<file path="src/hw/rtl/assert_macros.svh">
// Assertion macros shared by the decoder's modules.
`ifndef ASSERT_MACROS_SVH
`define ASSERT_MACROS_SVH

// A property that must hold at every rising clock edge outside reset.
`define ASSERT_CLK(lbl, clk, rstn, prop) \
    lbl: assert property (@(posedge clk) disable iff (!rstn) (prop)) \
        else $error("assertion failed");

// A condition that must never be true outside reset.
`define ASSERT_NEVER(lbl, clk, rstn, cond) \
    lbl: assert property (@(posedge clk) disable iff (!rstn) !(cond)) \
        else $error("forbidden condition seen");

`endif

</file>
<file path="src/hw/rtl/pcxr_pkg.sv">
// Types, constants and register codes of the PCX run-length pixel decoder.
package pcxr_pkg;

    localparam int          MAX_LINE_BYTES_DEF = 256;
    localparam int          QUEUE_DEPTH        = 2;
    localparam logic [7:0]  RUN_BASE           = 8'd192;
    localparam logic [2:0]  MASK_ALPHA         = 3'd7;
    localparam logic [2:0]  MASK_PLAIN         = 3'd3;

    localparam logic [7:0]  IMAGE_WIDTH_RST    = 8'd255;
    localparam logic [7:0]  IMAGE_HEIGHT_RST   = 8'd255;
    localparam logic [8:0]  LINE_BYTES_RST     = 9'd256;
    localparam logic        ALPHA_MODE_RST     = 1'b0;

    typedef enum logic [3:0] {
        CFG_IMAGE_WIDTH  = 4'd0,
        CFG_IMAGE_HEIGHT = 4'd1,
        CFG_LINE_BYTES   = 4'd2,
        CFG_ALPHA_MODE   = 4'd3
    } cfg_idx_t;

    typedef struct packed {
        logic [7:0] image_width;
        logic [7:0] image_height;
        logic [8:0] line_bytes;
        logic       alpha_mode;
    } cfg_t;

    // One visible stretch of pixels, all of one value, on one row.
    typedef struct packed {
        logic [2:0] value;
        logic [7:0] column;
        logic [7:0] row;
        logic [5:0] count;
    } cmd_t;

endpackage

</file>
<file path="src/hw/rtl/pcxr_front.sv">
// Front end: takes encoded bytes, tracks run and position state, issues pixel commands.
module pcxr_front #(
    parameter int MAX_LINE_BYTES = pcxr_pkg::MAX_LINE_BYTES_DEF
) (
    input  logic             clk,
    input  logic             rst_n,
    input  pcxr_pkg::cfg_t   cfg,
    input  logic             in_valid,
    output logic             in_ready,
    input  logic [7:0]       data_byte,
    output logic             push,
    output pcxr_pkg::cmd_t   push_cmd,
    input  logic             full
);
    import pcxr_pkg::*;

    // The line length register is nine bits wide, so the effective cap never exceeds 511.
    localparam int LB_CAP = (MAX_LINE_BYTES < 511) ? MAX_LINE_BYTES : 511;
    localparam int CW     = $clog2(LB_CAP);

    logic [5:0]    pending_reg, pending_next;
    logic [CW-1:0] column_reg, column_next;
    logic [7:0]    row_reg, row_next;

    logic          accept;
    logic          done;
    logic          is_marker;
    logic [5:0]    count;
    logic [7:0]    marker_diff;
    logic [8:0]    lb_eff;
    logic [8:0]    limit;
    logic [8:0]    col9;
    logic [8:0]    avail;
    logic [5:0]    n_pix;
    logic [9:0]    col_sum;
    logic [2:0]    mask;

    assign in_ready = !full;
    assign accept   = in_valid && !full;

    always_comb
    begin
        done        = (row_reg >= cfg.image_height);
        is_marker   = (pending_reg == 6'd0) && (data_byte > RUN_BASE);
        marker_diff = data_byte - RUN_BASE;
        count       = (pending_reg == 6'd0) ? 6'd1 : pending_reg;

        if (cfg.line_bytes == 9'd0)
        begin
            lb_eff = 9'd1;
        end
        else if ({1'b0, cfg.line_bytes} > 10'(LB_CAP))
        begin
            lb_eff = 9'(LB_CAP);
        end
        else
        begin
            lb_eff = cfg.line_bytes;
        end

        limit = ({1'b0, cfg.image_width} < lb_eff) ? {1'b0, cfg.image_width} : lb_eff;
        col9  = 9'(column_reg);
        avail = limit - col9;
        if (col9 >= limit)
        begin
            n_pix = 6'd0;
        end
        else if (avail < {3'b000, count})
        begin
            n_pix = avail[5:0];
        end
        else
        begin
            n_pix = count;
        end

        col_sum = {1'b0, col9} + {4'b0000, count};
        mask    = cfg.alpha_mode ? MASK_ALPHA : MASK_PLAIN;

        push           = accept && !done && !is_marker && (n_pix != 6'd0);
        push_cmd.value  = data_byte[2:0] & mask;
        push_cmd.column = col9[7:0];
        push_cmd.row    = row_reg;
        push_cmd.count  = n_pix;
    end

    always_comb
    begin
        pending_next = pending_reg;
        column_next  = column_reg;
        row_next     = row_reg;
        if (accept)
        begin
            priority if (done)
            begin
                pending_next = 6'd0;
            end
            else if (is_marker)
            begin
                pending_next = marker_diff[5:0];
            end
            else
            begin
                pending_next = 6'd0;
                if (col_sum >= {1'b0, lb_eff})
                begin
                    column_next = '0;
                    row_next    = row_reg + 8'd1;
                end
                else
                begin
                    column_next = col_sum[CW-1:0];
                end
            end
        end
    end

    always_ff @(posedge clk or negedge rst_n)
    begin
        if (!rst_n)
        begin
            pending_reg <= 6'd0;
            column_reg  <= '0;
            row_reg     <= 8'd0;
        end
        else
        begin
            pending_reg <= pending_next;
            column_reg  <= column_next;
            row_reg     <= row_next;
        end
    end

endmodule

</file>
<file path="src/hw/rtl/pcxr_queue.sv">
// Short command queue between the front end and the pixel emitter.
`include "assert_macros.svh"

module pcxr_queue (
    input  logic             clk,
    input  logic             rst_n,
    input  logic             push,
    input  pcxr_pkg::cmd_t   push_cmd,
    output logic             full,
    input  logic             pop,
    output logic             head_valid,
    output pcxr_pkg::cmd_t   head_cmd
);
    import pcxr_pkg::*;

    localparam int QAW = (QUEUE_DEPTH > 1) ? $clog2(QUEUE_DEPTH) : 1;
    localparam int QCW = $clog2(QUEUE_DEPTH + 1);

    cmd_t           mem_reg [QUEUE_DEPTH];
    logic [QAW-1:0] wr_ptr_reg, wr_ptr_next;
    logic [QAW-1:0] rd_ptr_reg, rd_ptr_next;
    logic [QCW-1:0] count_reg, count_next;
    logic           do_pop;

    assign full       = (count_reg == QCW'(QUEUE_DEPTH));
    assign head_valid = (count_reg != '0);
    assign head_cmd   = mem_reg[rd_ptr_reg];
    assign do_pop     = pop && head_valid;

    always_comb
    begin
        wr_ptr_next = wr_ptr_reg;
        rd_ptr_next = rd_ptr_reg;
        count_next  = count_reg;
        if (push)
        begin
            wr_ptr_next = (wr_ptr_reg == QAW'(QUEUE_DEPTH - 1)) ? '0 : wr_ptr_reg + QAW'(1);
        end
        if (do_pop)
        begin
            rd_ptr_next = (rd_ptr_reg == QAW'(QUEUE_DEPTH - 1)) ? '0 : rd_ptr_reg + QAW'(1);
        end
        if (push && !do_pop)
        begin
            count_next = count_reg + QCW'(1);
        end
        else if (do_pop && !push)
        begin
            count_next = count_reg - QCW'(1);
        end
    end

    always_ff @(posedge clk or negedge rst_n)
    begin
        if (!rst_n)
        begin
            wr_ptr_reg <= '0;
            rd_ptr_reg <= '0;
            count_reg  <= '0;
        end
        else
        begin
            wr_ptr_reg <= wr_ptr_next;
            rd_ptr_reg <= rd_ptr_next;
            count_reg  <= count_next;
        end
    end

    always_ff @(posedge clk)
    begin
        if (push)
        begin
            mem_reg[wr_ptr_reg] <= push_cmd;
        end
    end

    `ASSERT_NEVER(a_no_overflow, clk, rst_n, count_reg > QCW'(QUEUE_DEPTH))
    `ASSERT_NEVER(a_no_push_full, clk, rst_n, push && full)

endmodule

</file>
<file path="src/hw/rtl/pcxr_back.sv">
// Back end: expands queued commands into one pixel word per cycle while out_ready is high.
`include "assert_macros.svh"

module pcxr_back (
    input  logic             clk,
    input  logic             rst_n,
    input  logic             head_valid,
    input  pcxr_pkg::cmd_t   head_cmd,
    output logic             pop,
    output logic             out_valid,
    input  logic             out_ready,
    output logic [2:0]       pixel_value,
    output logic [7:0]       pixel_column,
    output logic [7:0]       pixel_row,
    output logic             last_of_run
);
    import pcxr_pkg::*;

    logic       out_valid_reg, out_valid_next;
    logic [5:0] remain_reg, remain_next;
    logic [2:0] value_reg, value_next;
    logic [7:0] column_reg, column_next;
    logic [7:0] row_reg, row_next;
    logic       last_reg, last_next;
    logic       load;

    assign load = !out_valid_reg || out_ready;
    assign pop  = load && (remain_reg == 6'd0) && head_valid;

    always_comb
    begin
        out_valid_next = out_valid_reg;
        remain_next    = remain_reg;
        value_next     = value_reg;
        column_next    = column_reg;
        row_next       = row_reg;
        last_next      = last_reg;
        if (load)
        begin
            priority if (remain_reg != 6'd0)
            begin
                out_valid_next = 1'b1;
                column_next    = column_reg + 8'd1;
                remain_next    = remain_reg - 6'd1;
                last_next      = (remain_reg == 6'd1);
            end
            else if (head_valid)
            begin
                out_valid_next = 1'b1;
                value_next     = head_cmd.value;
                column_next    = head_cmd.column;
                row_next       = head_cmd.row;
                remain_next    = head_cmd.count - 6'd1;
                last_next      = (head_cmd.count == 6'd1);
            end
            else
            begin
                out_valid_next = 1'b0;
            end
        end
    end

    always_ff @(posedge clk or negedge rst_n)
    begin
        if (!rst_n)
        begin
            out_valid_reg <= 1'b0;
            remain_reg    <= 6'd0;
        end
        else
        begin
            out_valid_reg <= out_valid_next;
            remain_reg    <= remain_next;
        end
    end

    always_ff @(posedge clk)
    begin
        value_reg  <= value_next;
        column_reg <= column_next;
        row_reg    <= row_next;
        last_reg   <= last_next;
    end

    assign out_valid    = out_valid_reg;
    assign pixel_value  = value_reg;
    assign pixel_column = column_reg;
    assign pixel_row    = row_reg;
    assign last_of_run  = last_reg;

    `ASSERT_CLK(a_remain_implies_valid, clk, rst_n, (remain_reg != 6'd0) |-> out_valid_reg)
    `ASSERT_CLK(a_last_matches_remain, clk, rst_n,
        out_valid_reg |-> (last_reg == (remain_reg == 6'd0)))

endmodule

</file>
<file path="src/hw/rtl/pcx_rle_pixel_decoder.sv">
// Top level of the PCX run-length pixel decoder: configuration registers and the three stages.
//
//  channel  | handshake              | payload
//  ---------+------------------------+----------------------------------------------------
//  input    | in_valid / in_ready    | data_byte
//  output   | out_valid / out_ready  | pixel_value, pixel_column, pixel_row, last_of_run
//  config   | cfg_valid / cfg_ready  | cfg_index, cfg_data
//
// The front end takes one word per cycle while the command queue has room; a run marker
// or an ignored byte is taken the same way and yields nothing. The emitter drives one
// pixel word per cycle while out_ready is high, so the input rate is set by the emitter
// whenever runs are long. Reset clears run, column and row state, empties the queue and
// loads the register reset values; no clearing pass is needed. Either side may stall on
// its own: the queue and the output register decouple them.
module pcx_rle_pixel_decoder #(
    parameter int MAX_LINE_BYTES = pcxr_pkg::MAX_LINE_BYTES_DEF
) (
    input  logic       clk,
    input  logic       rst_n,
    input  logic       in_valid,
    output logic       in_ready,
    input  logic [7:0] data_byte,
    output logic       out_valid,
    input  logic       out_ready,
    output logic [2:0] pixel_value,
    output logic [7:0] pixel_column,
    output logic [7:0] pixel_row,
    output logic       last_of_run,
    input  logic       cfg_valid,
    output logic       cfg_ready,
    input  logic [3:0] cfg_index,
    input  logic [8:0] cfg_data
);
    import pcxr_pkg::*;

    cfg_t cfg_reg, cfg_next;
    logic push;
    cmd_t push_cmd;
    logic full;
    logic pop;
    logic head_valid;
    cmd_t head_cmd;

    // Register writes are always accepted; indexes beyond the list are dropped.
    assign cfg_ready = 1'b1;

    always_comb
    begin
        cfg_next = cfg_reg;
        if (cfg_valid)
        begin
            unique case (cfg_index)
                CFG_IMAGE_WIDTH:  cfg_next.image_width  = cfg_data[7:0];
                CFG_IMAGE_HEIGHT: cfg_next.image_height = cfg_data[7:0];
                CFG_LINE_BYTES:   cfg_next.line_bytes   = cfg_data;
                CFG_ALPHA_MODE:   cfg_next.alpha_mode   = cfg_data[0];
                default:          cfg_next = cfg_reg;
            endcase
        end
    end

    always_ff @(posedge clk or negedge rst_n)
    begin
        if (!rst_n)
        begin
            cfg_reg.image_width  <= IMAGE_WIDTH_RST;
            cfg_reg.image_height <= IMAGE_HEIGHT_RST;
            cfg_reg.line_bytes   <= LINE_BYTES_RST;
            cfg_reg.alpha_mode   <= ALPHA_MODE_RST;
        end
        else
        begin
            cfg_reg <= cfg_next;
        end
    end

    // The front end classifies each byte and advances the position right away, since the
    // position depends only on counts; the visible part of each byte goes to the queue.
    pcxr_front #(
        .MAX_LINE_BYTES (MAX_LINE_BYTES)
    ) u_front (
        .clk       (clk),
        .rst_n     (rst_n),
        .cfg       (cfg_reg),
        .in_valid  (in_valid),
        .in_ready  (in_ready),
        .data_byte (data_byte),
        .push      (push),
        .push_cmd  (push_cmd),
        .full      (full)
    );

    pcxr_queue u_queue (
        .clk        (clk),
        .rst_n      (rst_n),
        .push       (push),
        .push_cmd   (push_cmd),
        .full       (full),
        .pop        (pop),
        .head_valid (head_valid),
        .head_cmd   (head_cmd)
    );

    // The emitter walks each command one column per cycle while out_ready is high and flags its final pixel.
    pcxr_back u_back (
        .clk          (clk),
        .rst_n        (rst_n),
        .head_valid   (head_valid),
        .head_cmd     (head_cmd),
        .pop          (pop),
        .out_valid    (out_valid),
        .out_ready    (out_ready),
        .pixel_value  (pixel_value),
        .pixel_column (pixel_column),
        .pixel_row    (pixel_row),
        .last_of_run  (last_of_run)
    );

endmodule

</file>
<file path="config.mk">
export PLATFORM = sky130hd
export DESIGN_NAME = pcx_rle_pixel_decoder
export DESIGN_NICKNAME = d
export VERILOG_FILES = /design/src/hw/rtl/pcxr_pkg.sv /design/src/hw/rtl/pcxr_front.sv /design/src/hw/rtl/pcxr_queue.sv /design/src/hw/rtl/pcxr_back.sv /design/src/hw/rtl/pcx_rle_pixel_decoder.sv
export VERILOG_INCLUDE_DIRS = /design/src /design/src/hw/rtl
export SDC_FILE = /design/constraint.sdc
export NUM_CORES = 1
export LEC_CHECK = 0
export BUFFER_PORTS_ARGS = -buffer_cell sky130_fd_sc_hd__buf_2
export CAP_MARGIN = 20
export CORE_MARGIN = 1.5
export CORE_UTILIZATION = 35
export DETAILED_ROUTE_END_ITERATION = 10
export RECOVER_POWER = 100
export SYNTH_ARGS = -nofsm -noshare
export SYNTH_HDL_FRONTEND = slang
export SYNTH_HIERARCHICAL = 1
export SYNTH_SLANG_ARGS = --single-unit
</file>
<file path="constraint.sdc">
create_clock -name clk -period 6.9 [get_ports clk]
set_input_delay 1.38 -clock clk [delete_from_list [all_inputs] [get_ports clk]]
set_output_delay 1.38 -clock clk [all_outputs]
set_load 0.02 [all_outputs]
</file>
Word-level counts from Yosys, hierarchy flattened
Memory sizes are Yosys's and may differ from the RTL's. Index checks and enable logic that the tools add are counted. Widths: inputs -> output; s select.

Register bits after elaboration: 79. Bits in latches: 0. Bits in writable memories: 50. Memory bits (read-only): 0. Input port bits: 26. Output and inout bits: 23. Logic and storage cells: 103. Memories: 1.

Add/subtract/negate cells: 11. $mul: 0. Divide/modulo/power cells: 0. Order comparisons: 7. Equality and inequality tests: 6. Shift operators: 0. Mux-type cells: 24. Bitwise operators: 4. Reductions and logical operators: 34.

Memory list: u_queue.mem_reg (words 2, width 25, rd ports 1, clocked after Yosys merged registers in 0, write ports 1, RTL line pcxr_queue.sv:19) `cmd_t mem_reg [QUEUE_DEPTH];`.

Operators with widths (count): $mux 6 (7); $mux 9 (3); $mux 8 (3); $sub 6x1->6 const B (3); $add 8x1->8 const B (2); $eq 6x1->1 const B (2); $logic_not 6->1 (2); $reduce_bool 6->1 (2); $ge 10x9->1 (1); $logic_and 1x1->1 (10); $reduce_and 2->1 (5); $add 8x6->9 (1); $ge 8x9->1 (1); $gt 9x9->1 const B (1); $logic_not 9->1 (1); $lt 8x9->1 (1); $lt 9x6->1 (1); $sub 9x8->9 (1); $eq 4x2->1 const B (2); $ge 8x8->1 (1); $gt 8x8->1 const B (1); $mux 1 (8); $logic_not 1->1 (6); $reduce_and 3->1 (2); other kinds (13) (19).

Depth between registers and ports, before layout
Gate-level depths: netlist of run 1.

Depth after elaboration: 15. Mapped depth: 26. Depth with buffers taken out: 26.

By module
The synthesis of run 1 kept the hierarchy.

Modules (own cells, without submodules): pcxr_front (times used 1, cells an instance 290, area each 2543.7 µm², seq. area each 550.5 µm²); pcxr_queue (times used 1, cells an instance 94, area each 2095.8 µm², seq. area each 1601.5 µm²); pcxr_back (times used 1, cells an instance 120, area each 1395.1 µm², seq. area each 775.7 µm²); pcx_rle_pixel_decoder (times used 1, cells an instance 59, area each 1027.2 µm², seq. area each 671.9 µm²).

Worst setup path before layout of run 1
Ideal clock, no wire load.

Path type: register to register. Start: register cfg_reg[9] (netlist name). End: memory u_queue/mem_reg[0][0] (netlist name) (enable). Setup time: 410 ps. Arrival time: 5591 ps. Required time: 6490 ps. Path slack: 899 ps. Cell stages (with the launch flop): 24. Buffers on the path: 0. Period minus slack after synthesis: 6001 ps. Path through: dfstp_2 -> clkinv_1 -> nand2_1 -> ha_1 -> a21o_1 -> a21o_1 -> nor4_1 -> o21bai_1 -> nand4_1 -> a21oi_2 -> mux2i_1 -> ha_1 -> fa_1 -> nand2b_1 -> a21oi_1 -> xor2_1 -> ha_1 -> nand4_1 -> nor4b_1 -> a2111o_1 -> or2_4 -> nor2_8 -> a21oi_1 -> nor2b_1.

Word-level cells in the longest chain between the ends: 13. Elaborated cells on any way between the ends: 15. Those cells by class: add/sub: 1; order compare: 4; mux: 7; reduce/logical: 3.

Ends and longest elaborated chain: from (decl) (RTL line pcx_rle_pixel_decoder.sv:36) `cfg_t cfg_reg, cfg_next;`; from (signal assigned) (RTL line pcx_rle_pixel_decoder.sv:73) `cfg_reg <= cfg_next;`; $gt 9x9->1 (RTL line pcxr_front.sv:52) `else if ({1'b0, cfg.line_bytes} > 10'(LB_CAP))`; $mux 9 (RTL line pcxr_front.sv:52); $mux 9 * (RTL line pcxr_front.sv:48) `if (cfg.line_bytes == 9'd0)`; $lt 8x9->1 (RTL line pcxr_front.sv:61) `limit = ({1'b0, cfg.image_width} < lb_eff) ? {1'b0, cfg.image_width} : lb_eff;`; $mux 9 * (RTL line pcxr_front.sv:61); $sub 9x8->9 (RTL line pcxr_front.sv:63) `avail = limit - col9;`; $lt 9x6->1 (RTL line pcxr_front.sv:68) `else if (avail < {3'b000, count})`; $mux 6 (RTL line pcxr_front.sv:68); $mux 6 * (RTL line pcxr_front.sv:64) `if (col9 >= limit)`; $reduce_bool 6->1 * (RTL line pcxr_front.sv:80) `push = accept && !done && !is_marker && (n_pix != 6'd0);`; $logic_and 1x1->1 * (RTL line pcxr_front.sv:80); net push (RTL line pcx_rle_pixel_decoder.sv:37) `logic push;`; $mux 1 * (RTL line pcxr_queue.sv:71) `if (push)`; $mux 1 (implied by the code) * (RTL line pcxr_queue.sv:73) `mem_reg[wr_ptr_reg] <= push_cmd;`; to (decl) (RTL line pcxr_queue.sv:19).

The timed path passes the listed nets; every way through them passes the cells marked *.

Worst setup path after layout of run 1
Start: register cfg_reg[9] (netlist name). End: memory u_queue/mem_reg[0][5] (netlist name) (enable).

Same word-level chain as after synthesis.

==> results of run 1 <==
## worst paths after layout
kind / end / slack (ns)
max in group asynchronous: cfg_reg[4]$_DFFE_PN0P_ / 2.85
min in group asynchronous: u_back/out_valid$_DFFE_PN0P_ / 2.17
max reg2reg: u_queue/mem_reg[0][5]$_DFFE_PP_ / 0.63
min reg2reg: u_queue/count_reg[1]$_DFFE_PN0P_ / 0.50
max: u_queue/mem_reg[0][5]$_DFFE_PP_ / 0.63
min: u_queue/count_reg[1]$_DFFE_PN0P_ / 0.50
## cell type report
| type | count | share of cell area |
|---|---|---|
| flip-flops and latches | 129 | 0.4517 |
| inverters | 33 | 0.01554 |
| multi-input cells | 388 | 0.3895 |
| well taps | 265 | 0.04161 |
| diodes | 1 | 0.0003140 |
| repair buffers | 51 | 0.02810 |
| clock buffers | 18 | 0.05385 |
| clock inverters | 14 | 0.01931 |
## synth_stat cells, drive strengths merged (7+ instances only)
library cell / n / area (um^2)
a211oi: 7 / 52.55
a21o: 12 / 90.09
a21oi: 24 / 123.9
a22o: 12 / 105.1
buf: 10 / 100.1
dfrtp: 42 / 1051
dfstp: 17 / 446.7
edfxtp: 70 / 2102
ha: 51 / 638.1
inv: 32 / 120.1
mux2: 61 / 758.2
nand2: 24 / 90.09
nand3: 15 / 75.07
nand4: 10 / 62.56
nor2: 30 / 133.9
nor3: 10 / 55.05
o21ai: 19 / 95.09
xnor2: 18 / 157.7
xor2: 13 / 113.9
## per-layer routing
| layer | track usage | up-vias | part of all wire |
|---|---|---|---|
| li1 | - | 2219 | - |
| met3 | 0.04528 | 17 | 0.043 |
| met1 | 0.1855 | 2220 | 0.48 |
| met5 | 0 | - | 0.00090 |
| met4 | 0.04845 | 2 | 0.013 |
| met2 | 0.2172 | 96 | 0.46 |
## worst max-delay path: stages (launching register included)
cell      delay, ns
dfstp_2        0.57
clkinv_1       0.19
nand2_1        0.16
ha_1           0.16
a21o_1         0.11
a21o_1         0.12
o21ai_0        0.09
o21bai_1       0.14
nand4_1        0.12
a21oi_2        0.44
mux2i_1        0.16
ha_1           0.23
fa_1           0.41
nand2b_1       0.18
a21oi_1        0.22
xor2_1         0.28
ha_1           0.22
nand4_1        0.11
nor4b_1        0.33
a2111o_1       0.19
or2_4          0.14
nor2_1         0.08
a21oi_1        0.34
nor2b_2        0.63
buf_4          0.34
## cell families (layout without fill, tap and decap cells)
family                     Yosys count  in the layout  share of synthesized area
adders and majority gates           53             53                    0.09603
muxes                               64             64                     0.1116
other                                1              2                  0.0005310
DFF                                129            129                     0.5097
buffers and inverters               46            116                    0.03331
AOI/OAI and AO/OA                  104            104                     0.1038
and+or+nand+nor                    135            135                     0.1065
xor gates and xnor gates            31             31                    0.03845
## metrics by stage
step	util	power (mW)	hold slack, ns
2_1_floorplan	-	2.489	0.4493
3_3_place_gp	0.3841	2.769	0.4669
3_5_place_dp	0.3841	2.818	0.4793
4_1_cts	0.4138	3.715	0.4856
5_1_grt	0.4055	3.871	0.5006
6_report	0.4055	3.606	0.4967
## power by group through the flow
stage / combinational, mW / clock, mW / sequential (mW)
after floorplan: 1.26 / 0 / 1.23
after global placement: 1.50 / 0 / 1.27
final: 1.47 / 0.876 / 1.26
after global routing: 1.64 / 0.936 / 1.29
after CTS: 1.55 / 0.899 / 1.27
after detailed placement: 1.54 / 0 / 1.28
==> flow_metrics.py, run 1 <==
metrics = {
    "min_path": {
        "min-delay-start": "u_queue/count_reg[1]$_DFFE_PN0P_",
        "hp-class": "reg2reg",
        "holdPathStages": 1,
    },
    "die": {
        "ios": 49,
        "dieArea_um2": 21040,
        "die_h_um": 145.0,
        "die_w_um": 145.0,
        "coreArea_um2": 19650,
        "rows": 51,
        "start_util": 0.3593,
    },
    "synthesis": {
        "postSynthAreaPerCell_um2": 12.54,
        "synth_edf_count": 70,
        "postSynth.asyncResetShare": 0.4574,
        "synth_warnings": 6,
        "ys_ff_latch": 129,
        "synth_cell_types": 74,
        "syn-num-nets": 642,
        "synth.yosys.seq_area_share": 0.5097,
        "synthCells": 563,
        "synth_area_um2": 7062,
        "synthFlopType": "edfxtp_1",
    },
    "critical_path": {
        "end_kind": "flip-flop",
        "reg2reg_from": "cfg_reg[9]$_DFFE_PN1P_",
        "path_max_fanout": 14,
        "cp-start-kind": "flip-flop",
        "worstPathRequired_ns": 7.01,
        "crit_type": "reg2reg",
        "cp-startpoint": "cfg_reg[9]$_DFFE_PN1P_",
        "ff2ff_path_depth": 24,
        "arrival_ns": 6.38,
    },
    "cts": {
        "clk_pin_slew_worst_paths_ns": 0.06,
        "h-tree-depth": 4,
        "cts-resized-gates": 0,
        "post-cts-setup-buffers": 0,
        "cts_tree": "done",
        "cts_hold_buf": 0,
        "cts_root_buffer": "clkbuf_16",
        "clock-sinks": 129,
        "clockBufferDepth": 2,
        "cts-buffers-inserted": 17,
        "clk_latency_ns": 0.42,
    },
    "route": {
        "viasPerCell": 5.066,
        "first_pass_iters": 4,
        "antenna_left": 0,
        "drtIter0Drc": 215,
        "routed-via-count": 4554,
        "drc": 0,
        "wl_um": 14370,
        "routedWlPerCell_um": 15.98,
    },
    "global_routing": {
        "grt_max_degree": 60,
        "grt_use_total": 0.1407,
        "overflow": 0,
        "grt_pass1_vias": 4577,
        "grt_pass1_wl_um": 23400,
        "antenna_found_initial": 2,
    },
    "power": {
        "power_leakage_nw": 3.186,
        "power_frac_clock": 0.243,
        "power_density_nw_per_um2": 452.6,
        "swShare": 0.3767,
        "p_int_mw": 2.248,
        "netSwitchingPower_mw": 1.359,
        "power_frac_seq": 0.349,
        "vdd_drop_max_mv": 0.2110,
        "p_comb_frac": 0.408,
    },
    "place": {
        "port-buffer-count": 47,
        "gp_congestion": 0.8873,
        "place_hpwl_um": 10650,
        "post-place-ws_ns": 0.6819,
        "placedCellCount": 866,
        "placed_cell_area_um2": 7550,
    },
    "sta": {
        "slew_headroom": -1.206,
        "rsz0062_at_grt": "no",
        "tns_ns": 0,
        "period_share": 0.9093,
        "slew_viol_final": 106,
        "setup_viol": 0,
        "worst_slew_pin_slew_ns": 3.309,
        "min_period_ns": 6.274,
        "fin_ws_ns": 0.6259,
        "max_freq_ghz": 0.1594,
        "fin_skew_ns": 0.01172,
        "finalHoldViolCount": 0,
    },
    "layout": {
        "final_cell_mix": "70 x edfxtp_1, 51 x ha_1, 42 x dfrtp_1",
        "fillCellCount": 1908,
        "fin_cells": 899,
        "final_common_cell": "edfxtp_1",
        "largest_reg_flops": 50,
        "syn_to_final_growth_pct": 12.85,
        "ff_latch_area_um2": 3600,
        "nets": 699,
        "drive_above_1_share": 0.1848,
        "multi_input_area_um2": 3104,
        "final_area_um2": 7969,
    },
    "run": {
        "cap_violations": 4,
    },
    "run_status": {
        "violations": "capacitance limit, slew limit",
        "status": "finished with violations",
    },
}
Power figures use the tool's default switching activity.
==> inputs of run 2 (changes only) <==
- clock period: 6.9 -> 7.6 ns (I/O delays scaled with it)
==> flow_metrics.py, run 2 (synthesis gave the netlist of run 1 again) <==
metrics = {
    "place": {
        "place_hpwl_um": 10770,
        "gp_congestion": 0.8611,
        "port-buffer-count": 47,
    },
    "sta": {
        "tns_ns": 0,
        "period_share": 0.8691,
        "rsz0062_at_grt": "no",
        "max_freq_ghz": 0.1514,
        "fin_skew_ns": 0.01977,
        "worst_slew_pin_slew_ns": 3.206,
        "slew_viol_final": 106,
        "slew_headroom": -1.137,
        "min_period_ns": 6.605,
        "finalHoldViolCount": 0,
        "whs_ns": 0.4820,
        "setup_viol": 0,
    },
    "die": {
        "start_util": 0.3593,
        "dieArea_um2": 21040,
        "ios": 49,
        "rows": 51,
        "die_h_um": 145.0,
        "die_w_um": 145.0,
        "coreArea_um2": 19650,
    },
    "route": {
        "antenna_left": 0,
        "drtIter0Drc": 166,
        "routedWlPerCell_um": 16.23,
        "routed-via-count": 4601,
        "first_pass_iters": 5,
        "drc": 0,
        "wl_um": 14600,
        "viasPerCell": 5.118,
    },
    "run": {
        "cap_violations": 4,
    },
    "critical_path": {
        "end_kind": "flip-flop",
        "slowest_stage": "a21oi_1",
        "path_max_fanout": 13,
        "path_cells": "clkinv_1, nand2_1, ha_1, a21o_1, a21o_1, o21ai_0, o21bai_1, nand4_1, a21oi_1, mux2i_1, ha_1, fa_1, nand2b_1, a21oi_1, xor2_1, ha_1, nand4_1, nor4b_1, a2111o_1, or2_4, nor2_8, a21oi_1, and2_1, buf_8",
        "reg2reg_from": "cfg_reg[9]$_DFFE_PN1P_",
        "max_stage_delay_ns": 0.75,
        "crit_type": "reg2reg",
        "worstPathRequired_ns": 7.72,
        "cp-startpoint": "cfg_reg[9]$_DFFE_PN1P_",
        "cp-start-kind": "flip-flop",
        "arrival_ns": 6.72,
    },
    "global_routing": {
        "grt_max_degree": 60,
        "gr-usage-met2": 0.2304,
        "grt_use_total": 0.1449,
        "antenna_found_initial": 2,
        "overflow": 0,
        "grt_use_met1": 0.1846,
        "top_usage_layer": "met2",
        "grt_pass1_vias": 4675,
        "grt_pass1_wl_um": 23970,
        "grtUsageMet3": 0.04088,
    },
    "layout": {
        "largest_reg_flops": 50,
        "ff_latch_area_um2": 3600,
        "final_cell_mix": "70 x edfxtp_1, 51 x ha_1, 42 x dfrtp_1",
        "drive_above_1_share": 0.1864,
        "final_common_cell": "edfxtp_1",
        "multi_input_area_um2": 3117,
        "fillCellCount": 1923,
        "syn_to_final_growth_pct": 13.50,
        "nets": 699,
    },
    "cts": {
        "cts_tree": "done",
        "cts-resized-gates": 0,
        "cts_root_buffer": "clkbuf_16",
        "h-tree-depth": 4,
        "clockBufferDepth": 2,
        "cts_hold_buf": 0,
        "clk_latency_ns": 0.43,
        "clock-sinks": 129,
        "post-cts-setup-buffers": 0,
        "cts-buffers-inserted": 17,
        "clk_pin_slew_worst_paths_ns": 0.07,
    },
    "power": {
        "power_leakage_nw": 3.214,
        "power_density_nw_per_um2": 416.7,
        "vdd_drop_max_mv": 0.2085,
    },
    "run_status": {
        "violations": "capacitance limit, slew limit",
        "status": "finished with violations",
    },
    "min_path": {
        "min-delay-start": "u_queue/count_reg[1]$_DFFE_PN0P_",
        "hp-class": "reg2reg",
    },
}
-- run 2: layout make-up --
type / count / area share
diodes: 1 / 0.0003122
clock buffers: 18 / 0.05354
well taps: 265 / 0.04137
multi-input cells: 388 / 0.3889
inverters: 33 / 0.01545
repair buffers: 51 / 0.02904
flip-flops and latches: 129 / 0.4491
clock inverters: 14 / 0.02232
-- run 2: layer usage --
layer / share of wire / vias to the layer above / wire length, um
met4: 0.019 / 2 / 272
met5: 0.00075 / - / 11
li1: - / 2219 / -
met2: 0.46 / 110 / 6778
met3: 0.043 / 23 / 630
met1: 0.47 / 2247 / 6902
-- run 2: metrics by stage --
step                      utilization  instance area [um^2]  instances  setup slack [ns]  power (mW)
final                          0.4078                  8015        899            0.9945       3.340
after CTS                      0.4147                  8150        897             1.162       3.413
after detailed placement       0.3838                  7542        865             1.233       2.559
after global routing           0.4078                  8015        899            0.5632       3.581
after global placement         0.3838                  7542        865             1.574       2.520
after floorplan                     -                  7062        563             1.599       2.260
-- run 2: worst max-delay path: cells and delay by family, from the launching register on --
| family | cells | cell delay (ns) |
|---|---|---|
| AOI/OAI and AO/OA | 8 | 1.94 |
| xor gates and xnor gates | 1 | 0.31 |
| adders and majority gates | 4 | 1.04 |
| buffers and inverters | 2 | 0.47 |
| DFF | 1 | 0.59 |
| muxes | 1 | 0.21 |
| and+or+nand+nor | 8 | 1.72 |
-- run 2: path summary, 6_finish.rpt --
kind / to / slack (ns) / cells after the start
worst max-delay path: u_queue/mem_reg[1][11]$_DFFE_PP_ / 0.99 / 24
worst min-delay path: u_queue/count_reg[1]$_DFFE_PN0P_ / 0.48 / 1
worst max register to register: u_queue/mem_reg[1][11]$_DFFE_PP_ / 0.99 / 24
worst min register to register: u_queue/count_reg[1]$_DFFE_PN0P_ / 0.48 / 1
max in group asynchronous: cfg_reg[4]$_DFFE_PN0P_ / 3.52 / 2
min in group asynchronous: u_back/out_valid$_DFFE_PN0P_ / 2.26 / 2
-- run 2: power breakdown --
part	leakage [nW]	internal, mW	switching [mW]
logic	1.57	0.580	0.780
clock network	0.288	0.520	0.316
registers	1.36	0.982	0.162
total	3.21	2.08	1.26
==> inputs of run 3 (changes only) <==
- GPL_TIMING_DRIVEN: default -> 0
==> flow_metrics.py, run 3 (synthesis gave the netlist of run 1 again) <==
metrics = {
    "run_status": {
        "status": "finished with violations",
        "violations": "capacitance limit, slew limit",
    },
    "place": {
        "gp_congestion": 0.8503,
        "placed_cell_area_um2": 7666,
        "placedCellCount": 877,
        "post-place-ws_ns": 1.068,
        "place_hpwl_um": 11160,
        "port-buffer-count": 47,
    },
    "power": {
        "power_leakage_nw": 3.189,
        "power_density_nw_per_um2": 410.6,
        "power_mw": 3.277,
        "vdd_drop_max_mv": 0.1987,
    },
    "critical_path": {
        "worst_path_most_repeated_cell": "a21oi_1",
        "slowest_stage": "a21oi_1",
        "crit_type": "reg2reg",
        "path_cells": "clkinv_1, nand2_1, ha_1, a21o_1, a21o_1, o21ai_0, o21bai_1, nand4_1, a21oi_1, mux2i_1, ha_1, fa_1, nand2b_1, a21oi_1, xor2_1, ha_1, a21oi_1, o211ai_1, a2111o_1, or2_4, nor2_1, a21oi_1, and2_1, buf_8",
        "arrival_ns": 6.86,
        "max_stage_delay_ns": 0.72,
        "ff2ff_path_depth": 24,
        "crit_family": "compound AO/OA/AOI/OAI gates",
        "end_kind": "flip-flop",
        "path_max_fanout": 15,
        "cp-start-kind": "flip-flop",
        "cp_num_cells": 24,
        "worstPathRequired_ns": 7.77,
        "cp_num_buf_inv": 2,
    },
    "cts": {
        "cts-resized-gates": 0,
        "clk_latency_ns": 0.42,
        "clockBufferDepth": 2,
        "cts_tree": "done",
        "post-cts-setup-buffers": 0,
        "cts-buffers-inserted": 17,
        "clk_pin_slew_worst_paths_ns": 0.06,
        "cts_root_buffer": "clkbuf_16",
        "clock-sinks": 129,
        "cts_hold_buf": 0,
        "h-tree-depth": 4,
    },
    "sta": {
        "fin_skew_ns": 0.01023,
        "fin_ws_ns": 0.9101,
        "min_period_ns": 6.690,
        "max_freq_ghz": 0.1495,
        "slew_headroom": -0.4811,
        "setup_viol": 0,
        "finalHoldViolCount": 0,
        "tns_ns": 0,
        "worst_slew_pin_slew_ns": 2.222,
        "slew_viol_final": 44,
        "period_share": 0.8803,
        "rsz0062_at_grt": "no",
        "whs_ns": 0.4830,
    },
    "route": {
        "routed-via-count": 4598,
        "routedWlPerCell_um": 16.10,
        "drtIter0Drc": 178,
        "antenna_left": 0,
        "first_pass_iters": 4,
        "wl_um": 14650,
        "drc": 0,
        "viasPerCell": 5.053,
    },
    "layout": {
        "ff_latch_area_um2": 3600,
        "final_core_util": 0.4061,
        "final_common_cell": "edfxtp_1",
        "syn_to_final_growth_pct": 13.02,
        "final_cell_mix": "70 x edfxtp_1, 51 x ha_1, 42 x dfrtp_1",
        "final_area_um2": 7981,
        "nets": 711,
        "fillCellCount": 1951,
        "num_antenna_cells": 0,
        "fin_cells": 910,
        "largest_reg_flops": 50,
        "multi_input_area_um2": 3093,
        "drive_above_1_share": 0.1783,
    },
    "run": {
        "cap_violations": 3,
    },
    "global_routing": {
        "grt_pass1_vias": 4671,
        "grt_pass1_wl_um": 24050,
        "overflow": 0,
        "grt_max_degree": 42,
        "grt_use_total": 0.1453,
        "antenna_found_initial": 1,
    },
    "die": {
        "ios": 49,
        "coreArea_um2": 19650,
        "start_util": 0.3593,
        "dieArea_um2": 21040,
        "die_w_um": 145.0,
        "rows": 51,
        "die_h_um": 145.0,
    },
    "min_path": {
        "holdPathStages": 1,
        "hp-class": "reg2reg",
    },
}
[run 3: where the power goes]
group          leakage (nW)  internal (mW)  switching [mW]
sequential             1.36          0.982           0.154
clock                 0.251          0.441           0.286
combinational          1.58          0.603           0.811
[run 3: worst register-to-register path: cells and delay by family (launching register included)]
family / cells / cell delay [ns]
AOI/OAI and AO/OA: 10 / 2.38
xor gates and xnor gates: 1 / 0.29
adders and majority gates: 4 / 1.13
buffers and inverters: 2 / 0.45
DFF: 1 / 0.58
muxes: 1 / 0.21
and+or+nand+nor: 6 / 1.35
[run 3: worst paths after layout]
kind                                                  start                                to  slack, ns
setup / recovery                     cfg_reg[9]$_DFFE_PN1P_  u_queue/mem_reg[1][14]$_DFFE_PP_       0.91
hold / removal             u_queue/count_reg[1]$_DFFE_PN0P_  u_queue/count_reg[1]$_DFFE_PN0P_       0.48
setup reg to reg                     cfg_reg[9]$_DFFE_PN1P_  u_queue/mem_reg[1][14]$_DFFE_PP_       0.91
hold reg to reg            u_queue/count_reg[1]$_DFFE_PN0P_  u_queue/count_reg[1]$_DFFE_PN0P_       0.48
max in group asynchronous                             rst_n            cfg_reg[4]$_DFFE_PN0P_       3.62
min in group asynchronous                             rst_n  u_back/remain_reg[3]$_DFFE_PN0P_       1.32
[run 3: layout make-up]
class                   count  area share
flip-flops and latches    129      0.4510
clock buffers              19     0.05424
multi-input cells         388      0.3875
well taps                 265     0.04154
inverters                  33     0.01552
clock inverters            13     0.01191
plain buffers              13    0.008622
repair buffers             50     0.02963
[run 3: layer usage]
metal  GRT usage  part of all wire  up-vias
met3     0.03994             0.038       17
li1            -                 -     2235
met2      0.2306              0.47       82
met1      0.1914              0.48     2262
met5           0           0.00061        -
met4     0.04794             0.012        2
